### src/rtl/core/assert_macros.svh
// ----------------------------------------------------------------------------
// assert_macros.svh
// Concurrent assertion shorthands, clocked on clk, disabled while rst_n is low.
// ----------------------------------------------------------------------------
`ifndef ASSERT_MACROS_SVH
`define ASSERT_MACROS_SVH

// prop must hold at every edge
`define NBVS_ASSERT(label, prop, msg) \
  label: assert property (@(posedge clk) disable iff (!rst_n) (prop)) else $error(msg);

// ante at this edge implies cons at the same edge
`define NBVS_ASSERT_IMPL(label, ante, cons, msg) \
  label: assert property (@(posedge clk) disable iff (!rst_n) (ante) |-> (cons)) else $error(msg);

// ante at this edge implies cons at the next edge
`define NBVS_ASSERT_NEXT(label, ante, cons, msg) \
  label: assert property (@(posedge clk) disable iff (!rst_n) (ante) |=> (cons)) else $error(msg);

`endif

### src/rtl/core/nbvs_pkg.sv
// ----------------------------------------------------------------------------
// nbvs_pkg
// Shared types and constants of the nearest building vertex search.
// ----------------------------------------------------------------------------
package nbvs_pkg;

  localparam int BLD_W   = 3;
  localparam int VTX_W   = 5;
  localparam int LAT_W   = 28;
  localparam int LON_W   = 29;
  localparam int WGT_W   = 10;
  localparam int DIST_W  = 64;
  localparam int COORD_W = LAT_W + LON_W;
  localparam int CFG_IDX_W = 2;

  localparam int MUL_W  = 32;
  localparam int PROD_W = 2 * MUL_W;

  localparam logic [WGT_W-1:0]  LAT_WEIGHT_RST = WGT_W'(91);
  localparam logic [WGT_W-1:0]  LON_WEIGHT_RST = WGT_W'(111);
  localparam logic [DIST_W-1:0] LIMIT_SQ_RST   = 64'd1020304050000000000;

  localparam logic [CFG_IDX_W-1:0] CFG_LAT_WEIGHT = 2'd0;
  localparam logic [CFG_IDX_W-1:0] CFG_LON_WEIGHT = 2'd1;
  localparam logic [CFG_IDX_W-1:0] CFG_LIMIT_SQ   = 2'd2;

  localparam logic CMD_WRITE = 1'b0;
  localparam logic CMD_QUERY = 1'b1;

  typedef struct packed {
    logic             en;
    logic [MUL_W-1:0] a;
    logic [MUL_W-1:0] b;
  } mul_req_t;

  typedef enum logic [3:0] {
    ST_IDLE,
    ST_READ,
    ST_DIFF,
    ST_MLAT,
    ST_SQLAT,
    ST_MLON,
    ST_SQLON,
    ST_ACC,
    ST_DONE
  } state_t;

endpackage

### src/rtl/core/nbvs_mul.sv
// ----------------------------------------------------------------------------
// nbvs_mul
// Shared 32x32 unsigned multiplier with registered product.
// ----------------------------------------------------------------------------
module nbvs_mul (
  input  logic                      clk,
  input  nbvs_pkg::mul_req_t        req,
  output logic [nbvs_pkg::PROD_W-1:0] prod
);

  import nbvs_pkg::*;

  always_ff @(posedge clk) begin
    if (req.en) begin
      prod <= PROD_W'(req.a) * PROD_W'(req.b);
    end
  end

endmodule

### config.mk
export PLATFORM = sky130hd
export DESIGN_NAME = nbvs_mul
export DESIGN_NICKNAME = d
export VERILOG_FILES = /design/src/rtl/core/assert_macros.svh /design/src/rtl/core/nbvs_pkg.sv /design/src/rtl/core/nbvs_mul.sv
export SDC_FILE = /design/constraint.sdc
export NUM_CORES = 2
export LEC_CHECK = 0
export ABC_CLOCK_PERIOD_IN_PS = 9990
export BUFFER_PORTS_ARGS = -buffer_cell sky130_fd_sc_hd__buf_4
export CORE_MARGIN = 4
export CORE_UTILIZATION = 40
export DETAILED_ROUTE_END_ITERATION = 6
export PLACE_DENSITY = 0.57
export SLEW_MARGIN = 25
export SYNTH_ARGS = -nofsm -noshare
export SYNTH_HDL_FRONTEND = slang
export SYNTH_SLANG_ARGS = --single-unit
### constraint.sdc
create_clock -name clk -period 9.99 [get_ports clk]
set_input_delay 1.4985 -clock clk [delete_from_list [all_inputs] [get_ports clk]]
set_output_delay 1.4985 -clock clk [all_outputs]
set_load 0.02 [all_outputs]
==> flow_metrics.py <==
metrics = {
    "detailed_routing": {
        "wl_mm": 103,
        "num_vias": 24607,
        "drc": 0,
        "post_drt_wl_per_cell_um": 21.3,
        "drt_iter0_drc": 1264,
        "routed_via_density": 5.08,
        "postRouteAntennaNets": 0,
        "drtPass1Iterations": 5,
    },
    "grt": {
        "met2_usage_pct": 40.5,
        "grt_max_degree": 65,
        "grt_pass1_wl_mm": 162,
        "busiest_layer": "met2",
        "met1_usage_pct": 28.5,
        "grt_antenna_before_repair": 1,
        "grt_pass1_vias": 27335,
        "gr-total-overflow": 0,
        "grtUsageTotal_pct": 22.8,
        "gr-usage-met3_pct": 2.96,
    },
    "run": {
        "cap_violations": 0,
    },
    "cells_and_area": {
        "reg_top3": "prod (64)",
        "largest_reg_flops": 64,
        "layout-drive-gt1-share_pct": 4.70,
        "top_register": "prod",
        "syn2layout_area_growth_pct": 5.51,
        "final_cell_mix": "fa_1 (896), inv_1 (865), and2_1 (602), nand2_1 (480), ha_1 (263)",
        "fin_nets": 4904,
        "final_common_cell": "fa_1",
    },
    "clock_network": {
        "cts-root-buf": "clkbuf_16",
        "postCtsHoldBufs": 0,
        "clock_sinks": 64,
        "clockBufferDepth": 2,
        "cts_buffers": 9,
        "cts_tree": "yes",
        "htree_levels": 3,
        "cts.clk_slew.worst_paths_ns": 0.07,
        "ctsResizeCount": 0,
        "post_cts_buffers": 0,
    },
    "critical_path": {
        "critPathKind": "input port to register",
        "max_stage_delay_ns": 0.63,
        "path_cells": "buf_4 -> nand2_1 -> fa_1 -> fa_1 -> fa_1 -> fa_1 -> inv_1 -> fa_1 -> fa_1 -> fa_1 -> inv_1 -> fa_1 -> inv_1 -> ha_1 -> nand4_1 -> or4_1 -> or3_1 -> a31oi_1 -> a31o_2 -> a211oi_1 -> o21ai_1 -> xor2_1",
        "crit_path_max_fanout": 32,
        "endpoint_kind": "register",
        "worstSetupStartpointType": "input port",
        "cp_num_cells": 22,
        "crit_top_cell": "fa_1",
        "critPathBufInv": 4,
        "worstPathRequired_ns": 10.08,
        "critical-path-slowest-cell": "a31oi_1",
        "critPathTopFamily": "adder cells",
        "arrival_ns": 9.27,
    },
    "synthesis": {
        "synth_area_per_cell_um2": 9.42,
        "synth_edf_count": 64,
        "async_flop_share_pct": 0,
        "synth_seq_area_share_pct": 5.44,
        "synth.net_count": 4973,
        "ys_warn_count": 0,
        "synth_seq_cells": 64,
        "postSynthCellCount": 3748,
        "synth_area_mm2": 0.0353,
        "ys.flop_type": "edfxtp_1",
        "synth.distinct_cells": 57,
    },
    "sta": {
        "clock.fmax_mhz": 109,
        "maxSlewHeadroom_pct": 42.4,
        "worst_slew_pin_slew_ns": 0.863,
        "fin_crit_ns": 9.18,
        "setup_tns_ns": 0,
        "setup_viol": 0,
        "layout_setup_ws_ns": 0.811,
        "rsz0062_at_grt": "false",
        "timing.final.hold_violations": 0,
        "slew_violations": 0,
        "period_share_pct": 91.9,
    },
    "placement": {
        "preCtsSetupSlack_ns": 0.591,
        "hpwl_mm": 78.4,
        "gp_congestion": 0.852,
        "place.port_buffers": 129,
    },
    "floorplan": {
        "die_area_mm2": 0.0931,
        "rows": 108,
        "pin_count": 130,
        "die_width_um": 305,
        "start_util_pct": 40.5,
        "dieHeight_um": 305,
        "coreArea_mm2": 0.0872,
    },
    "run_status": {
        "outcome": "completed",
    },
    "min_path": {
        "hold_path_depth": 1,
        "hp-class": "input port to register",
    },
}
-- cell type report --
cell class,count,area (um2)
clock inverter,7,53.8
inverter,865,3250
sequential,64,1920
multi-input combinational,2599,29300
clock buffer,9,225
antenna,2,5.00
fill,8689,49900
timing repair buffer,140,1050
tap,1155,1450
-- per-layer routing --
layer / vias to the layer above / part of all wire, %
li1: 10765 / -
met1: 12988 / 39
met2: 669 / 52
met3: 185 / 4.8
met4: 0 / 4.6
met5: - / 0
-- logic make-up after synthesis --
group | count (synthesis) | share of synthesized area [%]
and+or+nand+nor | 1177 | 17.3
adders and majority gates | 1159 | 60.1
buffers and inverters | 1085 | 11.6
AOI/OAI and AO/OA | 202 | 4.08
DFF | 64 | 5.44
xor gates and xnor gates | 60 | 1.49
muxes | 1 | 0.0283
-- stage by stage --
stage	cells	hold WS, ns	cell area [um2]	utilization (%)
global route	4839	1.80	37300	42.7
CTS	4839	1.78	37300	42.7
floorplan	3748	1.61	35300	-
global placement	4823	1.93	37000	42.4
finish	4841	1.76	37300	42.8
detailed placement	4823	1.93	37000	42.4
-- synthesized netlist by cell type, drive strengths merged (4+ instances only) --
master	count	area, um2
and3	14	87.6
buf	7	33.8
xor2	25	219
clkbuf	213	800
o31ai	5	78.8
o21a	9	67.6
a31oi	12	75.1
nand2	480	1800
nor2	20	75.1
edfxtp	64	1920
nand4	23	144
nor3	7	35.0
xnor2	35	307
inv	865	3250
o21bai	11	86.3
ha	263	3290
fa	896	17900
a21o	40	300
o21ai	26	130
a221o	4	40.0
nand3	10	50.1
a21oi	66	342
and2	602	3770
a221oi	4	87.6
-- final timing paths --
| path | slack [ns] | end | start |
|---|---|---|---|
| setup / recovery | 0.81 | prod[62] | req[59] |
| hold / removal | 1.76 | prod[60] | req[64] |
Power is not shown: default switching activity piles up to over one toggle a cycle in this logic, so the estimate is an artifact.
