==> src/rtl/core/assert_macros.svh <==
// ----------------------------------------------------------------------------
// assert_macros.svh
// Concurrent assertion shorthands, clocked on clk, disabled while rst_n is low.
// ----------------------------------------------------------------------------
`ifndef ASSERT_MACROS_SVH
`define ASSERT_MACROS_SVH

// prop must hold at every edge
`define NBVS_ASSERT(label, prop, msg) \
  label: assert property (@(posedge clk) disable iff (!rst_n) (prop)) else $error(msg);

// ante at this edge implies cons at the same edge
`define NBVS_ASSERT_IMPL(label, ante, cons, msg) \
  label: assert property (@(posedge clk) disable iff (!rst_n) (ante) |-> (cons)) else $error(msg);

// ante at this edge implies cons at the next edge
`define NBVS_ASSERT_NEXT(label, ante, cons, msg) \
  label: assert property (@(posedge clk) disable iff (!rst_n) (ante) |=> (cons)) else $error(msg);

`endif

==> src/rtl/core/nbvs_ram.sv <==
// ----------------------------------------------------------------------------
// nbvs_ram
// Generic single-write, single-read RAM with registered read data.
// ----------------------------------------------------------------------------
module nbvs_ram #(
  parameter int WIDTH = 8,
  parameter int DEPTH = 16,
  localparam int AW = (DEPTH > 1) ? $clog2(DEPTH) : 1
) (
  input  logic             clk,
  input  logic             we,
  input  logic [AW-1:0]    waddr,
  input  logic [WIDTH-1:0] wdata,
  input  logic             re,
  input  logic [AW-1:0]    raddr,
  output logic [WIDTH-1:0] rdata
);

  logic [WIDTH-1:0] mem [DEPTH];

  always_ff @(posedge clk) begin
    if (we) begin
      mem[waddr] <= wdata;
    end
    if (re) begin
      rdata <= mem[raddr];
    end
  end

endmodule

==> config.mk <==
export PLATFORM = sky130hd
export DESIGN_NAME = nbvs_ram
export DESIGN_NICKNAME = d
export VERILOG_FILES = /design/src/rtl/core/assert_macros.svh /design/src/rtl/core/nbvs_ram.sv
export SDC_FILE = /design/constraint.sdc
export NUM_CORES = 1
export LEC_CHECK = 0
export BUFFER_PORTS_ARGS = -buffer_cell sky130_fd_sc_hd__buf_2
export CORE_ASPECT_RATIO = 2
export CORE_MARGIN = 2
export CORE_UTILIZATION = 50
export CTS_CLUSTER_SIZE = 16
export DETAILED_ROUTE_END_ITERATION = 6
export PLACE_DENSITY_LB_ADDON = 0.2
export SYNTH_ARGS = -nofsm -noshare
export SYNTH_HDL_FRONTEND = slang
export SYNTH_SLANG_ARGS = --single-unit
==> constraint.sdc <==
create_clock -name clk -period 2.51 [get_ports clk]
set_input_delay 0.251 -clock clk [delete_from_list [all_inputs] [get_ports clk]]
set_output_delay 0.251 -clock clk [all_outputs]
set_load 0.02 [all_outputs]
==> impl_metrics.env, run 1 <==
export IMPL_outcome="finished, final reports clean"
export IMPL_fmax_mhz=648.7
export IMPL_vdd_drop_max_mv=0.6063
export IMPL_avgSynthCellArea_um2=22.83
export IMPL_finalInstanceArea_mm2=0.006192
export IMPL_cp_depth=5
export IMPL_ant_nets=0
export IMPL_overflow=0
export IMPL_r2r_slack_ps=1050
export IMPL_clock_path_buffers=2
export IMPL_die_x_um=76.30
export IMPL_port_buffers=26
export IMPL_dpl_instance_area_mm2=0.005585
export IMPL_track_usage_pct=18.78
export IMPL_arrival_ps=1690
export IMPL_n_antenna_cell=0
export IMPL_final_common_cell="edfxtp_1"
export IMPL_cts_resized=0
export IMPL_min_path_type="input port to flop"
export IMPL_critPathMaxFanout=24
export IMPL_power_total_mw=5.329
export IMPL_cpMaxStageDelayCell="mux4_1"
export IMPL_initial_core_util_pct=51.50
export IMPL_cp_cell_sequence="buf_2 > buf_12 > mux4_1 > a22oi_1 > nand2_1"
export IMPL_dp_cells=396
export IMPL_grt_max_degree=33
export IMPL_postCtsSetupBuffers=0
export IMPL_drc_errors=0
export IMPL_numCtsBuffers=17
export IMPL_cp_start_kind="input port"
export IMPL_synth_xor_area_share_pct=0
export IMPL_slew_headroom_pct=44.62
export IMPL_n_fill_cell=752
export IMPL_core_mm2=0.01015
export IMPL_rsz0062_at_grt="false"
export IMPL_crit_family="multiplexers"
export IMPL_r2r_cells=3
export IMPL_drv_cap=0
export IMPL_final_cells=426
export IMPL_nNetsFinal=299
export IMPL_leakage_nw=2.089
export IMPL_cts_sinks=136
export IMPL_fin_tns_setup_ps=0
export IMPL_hpwlAfterDp_um=6426
export IMPL_h_tree_depth=4
export IMPL_io_pins=27
export IMPL_via_per_inst=5.606
export IMPL_synth_edf_count=136
export IMPL_final_cell_mix="edfxtp_1 (136), buf_2 (26), mux4_2 (18)"
export IMPL_clock_latency_ps=400
export IMPL_finalWirelength_um=9719
export IMPL_grt_pass1_wl_um=15040
export IMPL_clock_skew_final_ps=4.381
export IMPL_fin_crit_sh_pct=61.42
export IMPL_drt_pass1_iterations=4
export IMPL_die_h_um=148.6
export IMPL_yosys_most_used_dff="edfxtp_1"
export IMPL_synth_top_family_by_area="multiplexers"
export IMPL_die_area_mm2=0.01134
export IMPL_critPathLaunch="raddr[0]"
export IMPL_required_ps=2660
export IMPL_synth_cell_types=18
export IMPL_ys_seq_area_share_pct=78.12
export IMPL_synth_cells=229
export IMPL_tightest_slew_ps=827.6
export IMPL_tritoncts="yes"
export IMPL_async_flop_share_pct=0
export IMPL_crit_reg2reg_launch="mem[0][6]$_DFFE_PP_"
export IMPL_drt_iter0_drc=224
export IMPL_grt_pass1_vias=2568
export IMPL_syn_to_final_growth_pct=18.45
export IMPL_synth_adder_area_share_pct=0
export IMPL_yosysWarnings=0
export IMPL_clk_pin_slew_ps=60
export IMPL_num_vias=2388
export IMPL_setup_viol=0
export IMPL_antenna_found_initial=0
export IMPL_finalHoldViolations=0
export IMPL_yosys_area_share_simple_pct=3.135
export IMPL_synth_net_count=248
export IMPL_wl_per_cell_um=22.81
export IMPL_slowest_delay_ps=580
export IMPL_period_minus_slack_ps=1542
export IMPL_synthMuxAreaShare_pct=14.79
export IMPL_hold_depth=1
export IMPL_synth_compound_area_share_pct=2.298
export IMPL_end_kind="flop"
export IMPL_synth_seq_cells=136
export IMPL_rr_endpoint="rdata[6]$_DFFE_PP_"
export IMPL_maxSlewViolCount=0
export IMPL_ctsHoldBuffers=0
export IMPL_powerDensity_mw_per_mm2=860.6
export IMPL_drive_gt1_share_pct=30.58
export IMPL_crit_type="input port to flop"
export IMPL_syn_area_mm2=0.005228
export IMPL_root_buffer="clkbuf_16"
export IMPL_num_rows=52
export IMPL_critPathBufInv=2
export IMPL_globalplace_congestion=0.7570
export IMPL_endpoint="rdata[2]$_DFFE_PP_"
[cell usage after synthesis, types with 2 or more instances]
master | number | area, µm²
a22oi_1 | 16 | 120.1
edfxtp_1 | 136 | 4084
nor2_1 | 13 | 48.80
mux4_2 | 18 | 405.4
nand2b_1 | 2 | 12.51
nand2_1 | 9 | 33.78
buf_2 | 3 | 15.01
nand3b_1 | 2 | 15.01
nor3_1 | 4 | 20.02
buf_6 | 3 | 33.78
mux4_1 | 14 | 367.9
clkdlybuf4s25_2 | 3 | 30.03
[layout make-up]
type	count	area (µm²)	area share, %
Timing Repair Buffer	42	275.3	4.445
Multi-Input combinational cell	83	1057	17.07
Clock inverter	13	181.4	2.930
Tap cell	135	168.9	2.728
Clock buffer	17	425.4	6.870
Sequential cell	136	4084	65.95
[flip-flops by register name, indices dropped and copies added, names as in the netlist]
register  count
mem         128
rdata         8
[cells by family (layout without fill, tap and decap cells)]
kind of cell,count (synthesis),count (layout)
buffers and inverters,10,72
and+or+nand+nor,35,35
muxes,32,32
AOI/OAI and AO/OA,16,16
DFF,136,136
[per-layer routing]
layer  track usage, %  wire (µm)  up-vias
met3            4.430        334       20
li1                 -          -     1082
met1            21.23       3665     1215
met4            8.818        273        0
met2            33.45       5445       71
met5                0          0        -
[where the power goes]
group	switching (mW)	leakage, nW	internal (mW)
clock network	0.874	0.286	1.64
registers	0.0122	1.24	2.56
logic	0.140	0.567	0.0984
total	1.03	2.09	4.30
[through the flow]
stage | utilization (%) | hold slack, ps | setup slack, ps
2_1_floorplan | - | 349.9 | 766.1
3_3_place_gp | 55.03 | 627.3 | 495.5
3_5_place_dp | 55.03 | 615.2 | 521.2
4_1_cts | 61.01 | 187.3 | 952.6
5_1_grt | 61.01 | 194.6 | 886.7
6_report | 61.01 | 201.7 | 968.4
[worst min path at each step]
stage / from / endpoint
6_report: re / rdata[4]$_DFFE_PP_
5_1_grt: re / rdata[1]$_DFFE_PP_
4_1_cts: re / rdata[1]$_DFFE_PP_
3_5_place_dp: re / rdata[3]$_DFFE_PP_
3_3_place_gp: re / rdata[3]$_DFFE_PP_
2_1_floorplan: wdata[0] / mem[0][0]$_DFFE_PP_
(Power assumes the default switching activity.)
==> run 2: changes to the inputs <==
==> constraint.sdc (replaced) <==
create_clock -name clk -period 1.45 [get_ports clk]
set_input_delay 0.145 -clock clk [delete_from_list [all_inputs] [get_ports clk]]
set_output_delay 0.145 -clock clk [all_outputs]
set_load 0.02 [all_outputs]
==> impl_metrics.env, run 2 (synthesis gave the netlist of run 1 again) <==
export IMPL_outcome="finished, final reports clean"
export IMPL_grt_max_degree=24
export IMPL_powerDensity_mw_per_mm2=1484
export IMPL_cp_start_kind="flop"
export IMPL_critPathMaxFanout=1
export IMPL_die_h_um=148.6
export IMPL_wl_per_cell_um=22.24
export IMPL_slowest_delay_ps=490
export IMPL_h_tree_depth=4
export IMPL_numCtsBuffers=17
export IMPL_power_total_mw=9.376
export IMPL_hpwlAfterDp_um=6735
export IMPL_finalInstanceArea_mm2=0.006319
export IMPL_largest_reg_flops=128
export IMPL_dpl_instance_area_mm2=0.005690
export IMPL_die_x_um=76.30
export IMPL_grt_pass1_wl_um=15410
export IMPL_root_buffer="clkbuf_16"
export IMPL_clock_latency_ps=410
export IMPL_top_register="mem"
export IMPL_globalplace_congestion=0.7478
export IMPL_fin_tns_setup_ps=0
export IMPL_vdd_drop_max_mv=1.483
export IMPL_core_mm2=0.01015
export IMPL_tightest_slew_ps=804.5
export IMPL_maxSlewViolCount=0
export IMPL_overflow=0
export IMPL_r2r_slack_ps=40
export IMPL_finalHoldViolations=0
export IMPL_crit_type="flop to flop"
export IMPL_track_usage_pct=19.38
export IMPL_fmax_mhz=707.3
export IMPL_drt_iter0_drc=204
export IMPL_postCtsSetupBuffers=0
export IMPL_setup_viol=0
export IMPL_nNetsFinal=309
export IMPL_final_cell_mix="edfxtp_1 (136), buf_2 (26), mux4_2 (23)"
export IMPL_setup_ws_ps=36.13
export IMPL_arrival_ps=1570
export IMPL_antenna_found_initial=0
export IMPL_clock_path_buffers=2
export IMPL_grt_pass1_vias=2720
export IMPL_drive_gt1_share_pct=37.29
export IMPL_crit_family="multiplexers"
export IMPL_period_minus_slack_ps=1414
export IMPL_die_area_mm2=0.01134
export IMPL_cts_sinks=136
export IMPL_leakage_nw=2.144
export IMPL_cp_cell_sequence="mux4_2 > a22oi_2 > nand2_1"
export IMPL_num_rows=52
export IMPL_cpMaxStageDelayCell="mux4_2"
export IMPL_slew_headroom_pct=46.17
export IMPL_dp_cells=406
export IMPL_via_per_inst=5.493
export IMPL_drv_cap=0
export IMPL_drc_errors=0
export IMPL_ant_nets=0
export IMPL_tritoncts="yes"
export IMPL_num_vias=2406
export IMPL_pre_cts_slack_ps=-218.6
export IMPL_final_common_cell="edfxtp_1"
export IMPL_initial_core_util_pct=51.50
export IMPL_ctsHoldBuffers=0
export IMPL_io_pins=27
export IMPL_port_buffers=26
export IMPL_clock_skew_final_ps=3.738
export IMPL_final_cells=438
export IMPL_top_regs="mem (128), rdata (8)"
export IMPL_fin_crit_sh_pct=97.51
export IMPL_n_antenna_cell=0
export IMPL_rsz0062_at_grt="true"
export IMPL_min_path_type="input port to flop"
export IMPL_syn_to_final_growth_pct=20.87
export IMPL_drt_pass1_iterations=4
export IMPL_clk_pin_slew_ps=60
export IMPL_end_kind="flop"
export IMPL_critPathBufInv=0
export IMPL_finalWirelength_um=9740
export IMPL_required_ps=1600
-- run 2: cell types whose count changed in the layout (fill, tap and decap cells not counted), sizes merged --
cell  delta
buf     +10
inv      +2
-- run 2: per-layer routing --
metal | global-route usage (%) | vias to the layer above | share of wire [%]
met4 | 7.636 | 0 | 1.4
met2 | 36.02 | 40 | 59
met5 | 0 | - | 0
met3 | 5.097 | 8 | 2.4
li1 | - | 1102 | -
met1 | 20.76 | 1256 | 37
-- run 2: area by class of cell --
class,count,area [µm²]
clock buffers,17,425.4
clock inverters,15,201.4
fillers,731,3831
multi-input cells,83,1064
flip-flops and latches,136,4084
well taps,135,168.9
repair buffers,52,375.4
-- run 2: metrics by stage --
step | hold slack [ps] | utilization (%)
5_1_grt | 91.05 | 62.25
4_1_cts | 89.74 | 62.25
3_5_place_dp | 523.9 | 56.07
3_3_place_gp | 510.6 | 56.07
6_report | 102.2 | 62.25
2_1_floorplan | 243.9 | -
-- run 2: where the power goes --
part,switching [mW],internal [mW]
logic,0.250,0.196
registers,0.0197,4.43
clock network,1.60,2.88
-- run 2: final timing paths --
kind                                           end  cells past startpoint                 start
worst min register to register  rdata[5]$_DFFE_PP_                      3  mem[15][5]$_DFFE_PP_
worst max register to register  rdata[0]$_DFFE_PP_                      3   mem[3][0]$_DFFE_PP_
worst max-delay path            rdata[0]$_DFFE_PP_                      3   mem[3][0]$_DFFE_PP_
worst min-delay path            rdata[5]$_DFFE_PP_                      1                    re
-- run 2: repair_timing --
action | in CTS | in global routing
pin swaps | 0 | 4
gates cloned | 0 | 0
endpoints found under the setup margin | 1 | 7
gates resized for setup | 2 | 7
==> run 3: changes to the inputs <==
==> constraint.sdc (replaced) <==
create_clock -name clk -period 1.45 [get_ports clk]
set_input_delay 0.2175 -clock clk [delete_from_list [all_inputs] [get_ports clk]]
set_output_delay 0.2175 -clock clk [all_outputs]
set_load 0.02 [all_outputs]
==> impl_metrics.env, run 3 (synthesis gave the netlist of run 1 again) <==
export IMPL_port_buffers=26
export IMPL_vdd_drop_max_mv=1.263
export IMPL_setup_ws_ps=67.51
export IMPL_slew_headroom_pct=46.79
export IMPL_cts_resized=0
export IMPL_numCtsBuffers=17
export IMPL_tritoncts="yes"
export IMPL_critPathMaxFanout=1
export IMPL_drc_errors=0
export IMPL_multiInputGateArea_mm2=0.001049
export IMPL_n_fill_cell=745
export IMPL_power_total_mw=9.034
export IMPL_hpwlAfterDp_um=6761
export IMPL_syn_to_final_growth_pct=19.55
export IMPL_track_usage_pct=19.36
export IMPL_maxSlewViolCount=0
export IMPL_h_tree_depth=4
export IMPL_die_h_um=148.6
export IMPL_drv_cap=0
export IMPL_ant_nets=0
export IMPL_clock_path_buffers=2
export IMPL_clock_latency_ps=410
export IMPL_hold_depth=1
export IMPL_finalInstanceArea_mm2=0.006250
export IMPL_finalWirelength_um=9917
export IMPL_r2r_slack_ps=70
export IMPL_leakage_nw=2.093
export IMPL_final_seq_area_mm2=0.004084
export IMPL_nNetsFinal=308
export IMPL_top_register="mem"
export IMPL_final_cell_mix="edfxtp_1 (136), mux4_2 (27), buf_2 (26)"
export IMPL_root_buffer="clkbuf_16"
export IMPL_antenna_found_initial=0
export IMPL_cp_start_kind="flop"
export IMPL_fmax_mhz=723.3
export IMPL_ctsHoldBuffers=0
export IMPL_arrival_ps=1540
export IMPL_io_pins=27
export IMPL_final_common_cell="edfxtp_1"
export IMPL_overflow=0
export IMPL_globalplace_congestion=0.7471
export IMPL_powerDensity_mw_per_mm2=1446
export IMPL_core_mm2=0.01015
export IMPL_grt_pass1_wl_um=15410
export IMPL_r2r_cells=3
export IMPL_clk_pin_slew_ps=60
export IMPL_critPathLaunch="mem[3][7]$_DFFE_PP_"
export IMPL_outcome="finished, final reports clean"
export IMPL_num_vias=2456
export IMPL_die_x_um=76.30
export IMPL_min_path_type="input port to flop"
export IMPL_end_kind="flop"
export IMPL_postCtsSetupBuffers=0
export IMPL_finalHoldViolations=0
export IMPL_crit_type="flop to flop"
export IMPL_rr_endpoint="rdata[7]$_DFFE_PP_"
export IMPL_grt_max_degree=23
export IMPL_wl_per_cell_um=22.69
export IMPL_hp_start="re"
export IMPL_required_ps=1610
export IMPL_setup_viol=0
export IMPL_drt_pass1_iterations=4
export IMPL_top_regs="mem (128), rdata (8)"
export IMPL_cts_sinks=136
export IMPL_crit_reg2reg_launch="mem[3][7]$_DFFE_PP_"
export IMPL_die_area_mm2=0.01134
export IMPL_largest_reg_flops=128
export IMPL_num_rows=52
export IMPL_n_antenna_cell=0
export IMPL_tightest_slew_ps=796.5
export IMPL_clock_skew_final_ps=9.138
export IMPL_dpl_instance_area_mm2=0.005657
export IMPL_min_to="rdata[2]$_DFFE_PP_"
export IMPL_drt_iter0_drc=203
export IMPL_via_per_inst=5.620
export IMPL_period_minus_slack_ps=1382
export IMPL_pre_cts_slack_ps=-318.3
export IMPL_drive_gt1_share_pct=38.08
export IMPL_grt_pass1_vias=2678
export IMPL_fin_crit_sh_pct=95.34
export IMPL_rsz0062_at_grt="false"
export IMPL_initial_core_util_pct=51.50
export IMPL_fin_tns_setup_ps=0
[run 3: cell count changes in the layout (fill, tap and decap cells not counted), sizes merged]
| cell | delta |
|---|---|
| bufinv | -2 |
| clkinv | +1 |
| inv | -1 |
| buf | -1 |
| clkinvlp | +2 |
[run 3: critical path: stages (launching register included)]
cell and delay, ps:
edfxtp_1 350, mux4_2 460, a22oi_1 250, nand2_1 80
[run 3: how the worst max path moves through the flow]
| stage | end | slack, ps | depth (start not counted) |
|---|---|---|---|
| after CTS | rdata[2]$_DFFE_PP_ | 10 | 3 |
| final | rdata[7]$_DFFE_PP_ | 70 | 3 |
| after global routing | rdata[7]$_DFFE_PP_ | 6 | 3 |
| after global placement | rdata[2]$_DFFE_PP_ | -320 | 5 |
| after detailed placement | rdata[2]$_DFFE_PP_ | -320 | 5 |
| after floorplan | mem[3][0]$_DFFE_PP_ | -30 | 2 |
[run 3: final cells by class]
class                   instances  area share, %
clock buffers                  17          6.807
well taps                     135          2.703
multi-input cells              83          16.78
repair buffers                 51          5.886
flip-flops and latches        136          65.35
clock inverters                15          2.482
[run 3: power breakdown]
group,switching (mW),internal [mW]
clock,1.61,2.53
sequential,0.0210,4.43
combinational,0.255,0.195
[run 3: routing by layer]
| metal | global-route usage (%) | vias to the layer above | part of all wire (%) |
|---|---|---|---|
| li1 | - | 1095 | - |
| met1 | 20.72 | 1288 | 36 |
| met2 | 35.93 | 64 | 59 |
| met3 | 4.915 | 9 | 3.4 |
| met4 | 8.000 | 0 | 1.3 |
| met5 | 0 | - | 0 |
[run 3: stage by stage]
step / hold slack, ps / util (%) / std cells
global route: 160.9 / 61.58 / 437
detailed placement: 597.6 / 55.73 / 405
global placement: 596.8 / 55.73 / 405
CTS: 161.7 / 61.45 / 437
floorplan: 316.4 / - / 229
finish: 172.2 / 61.58 / 437
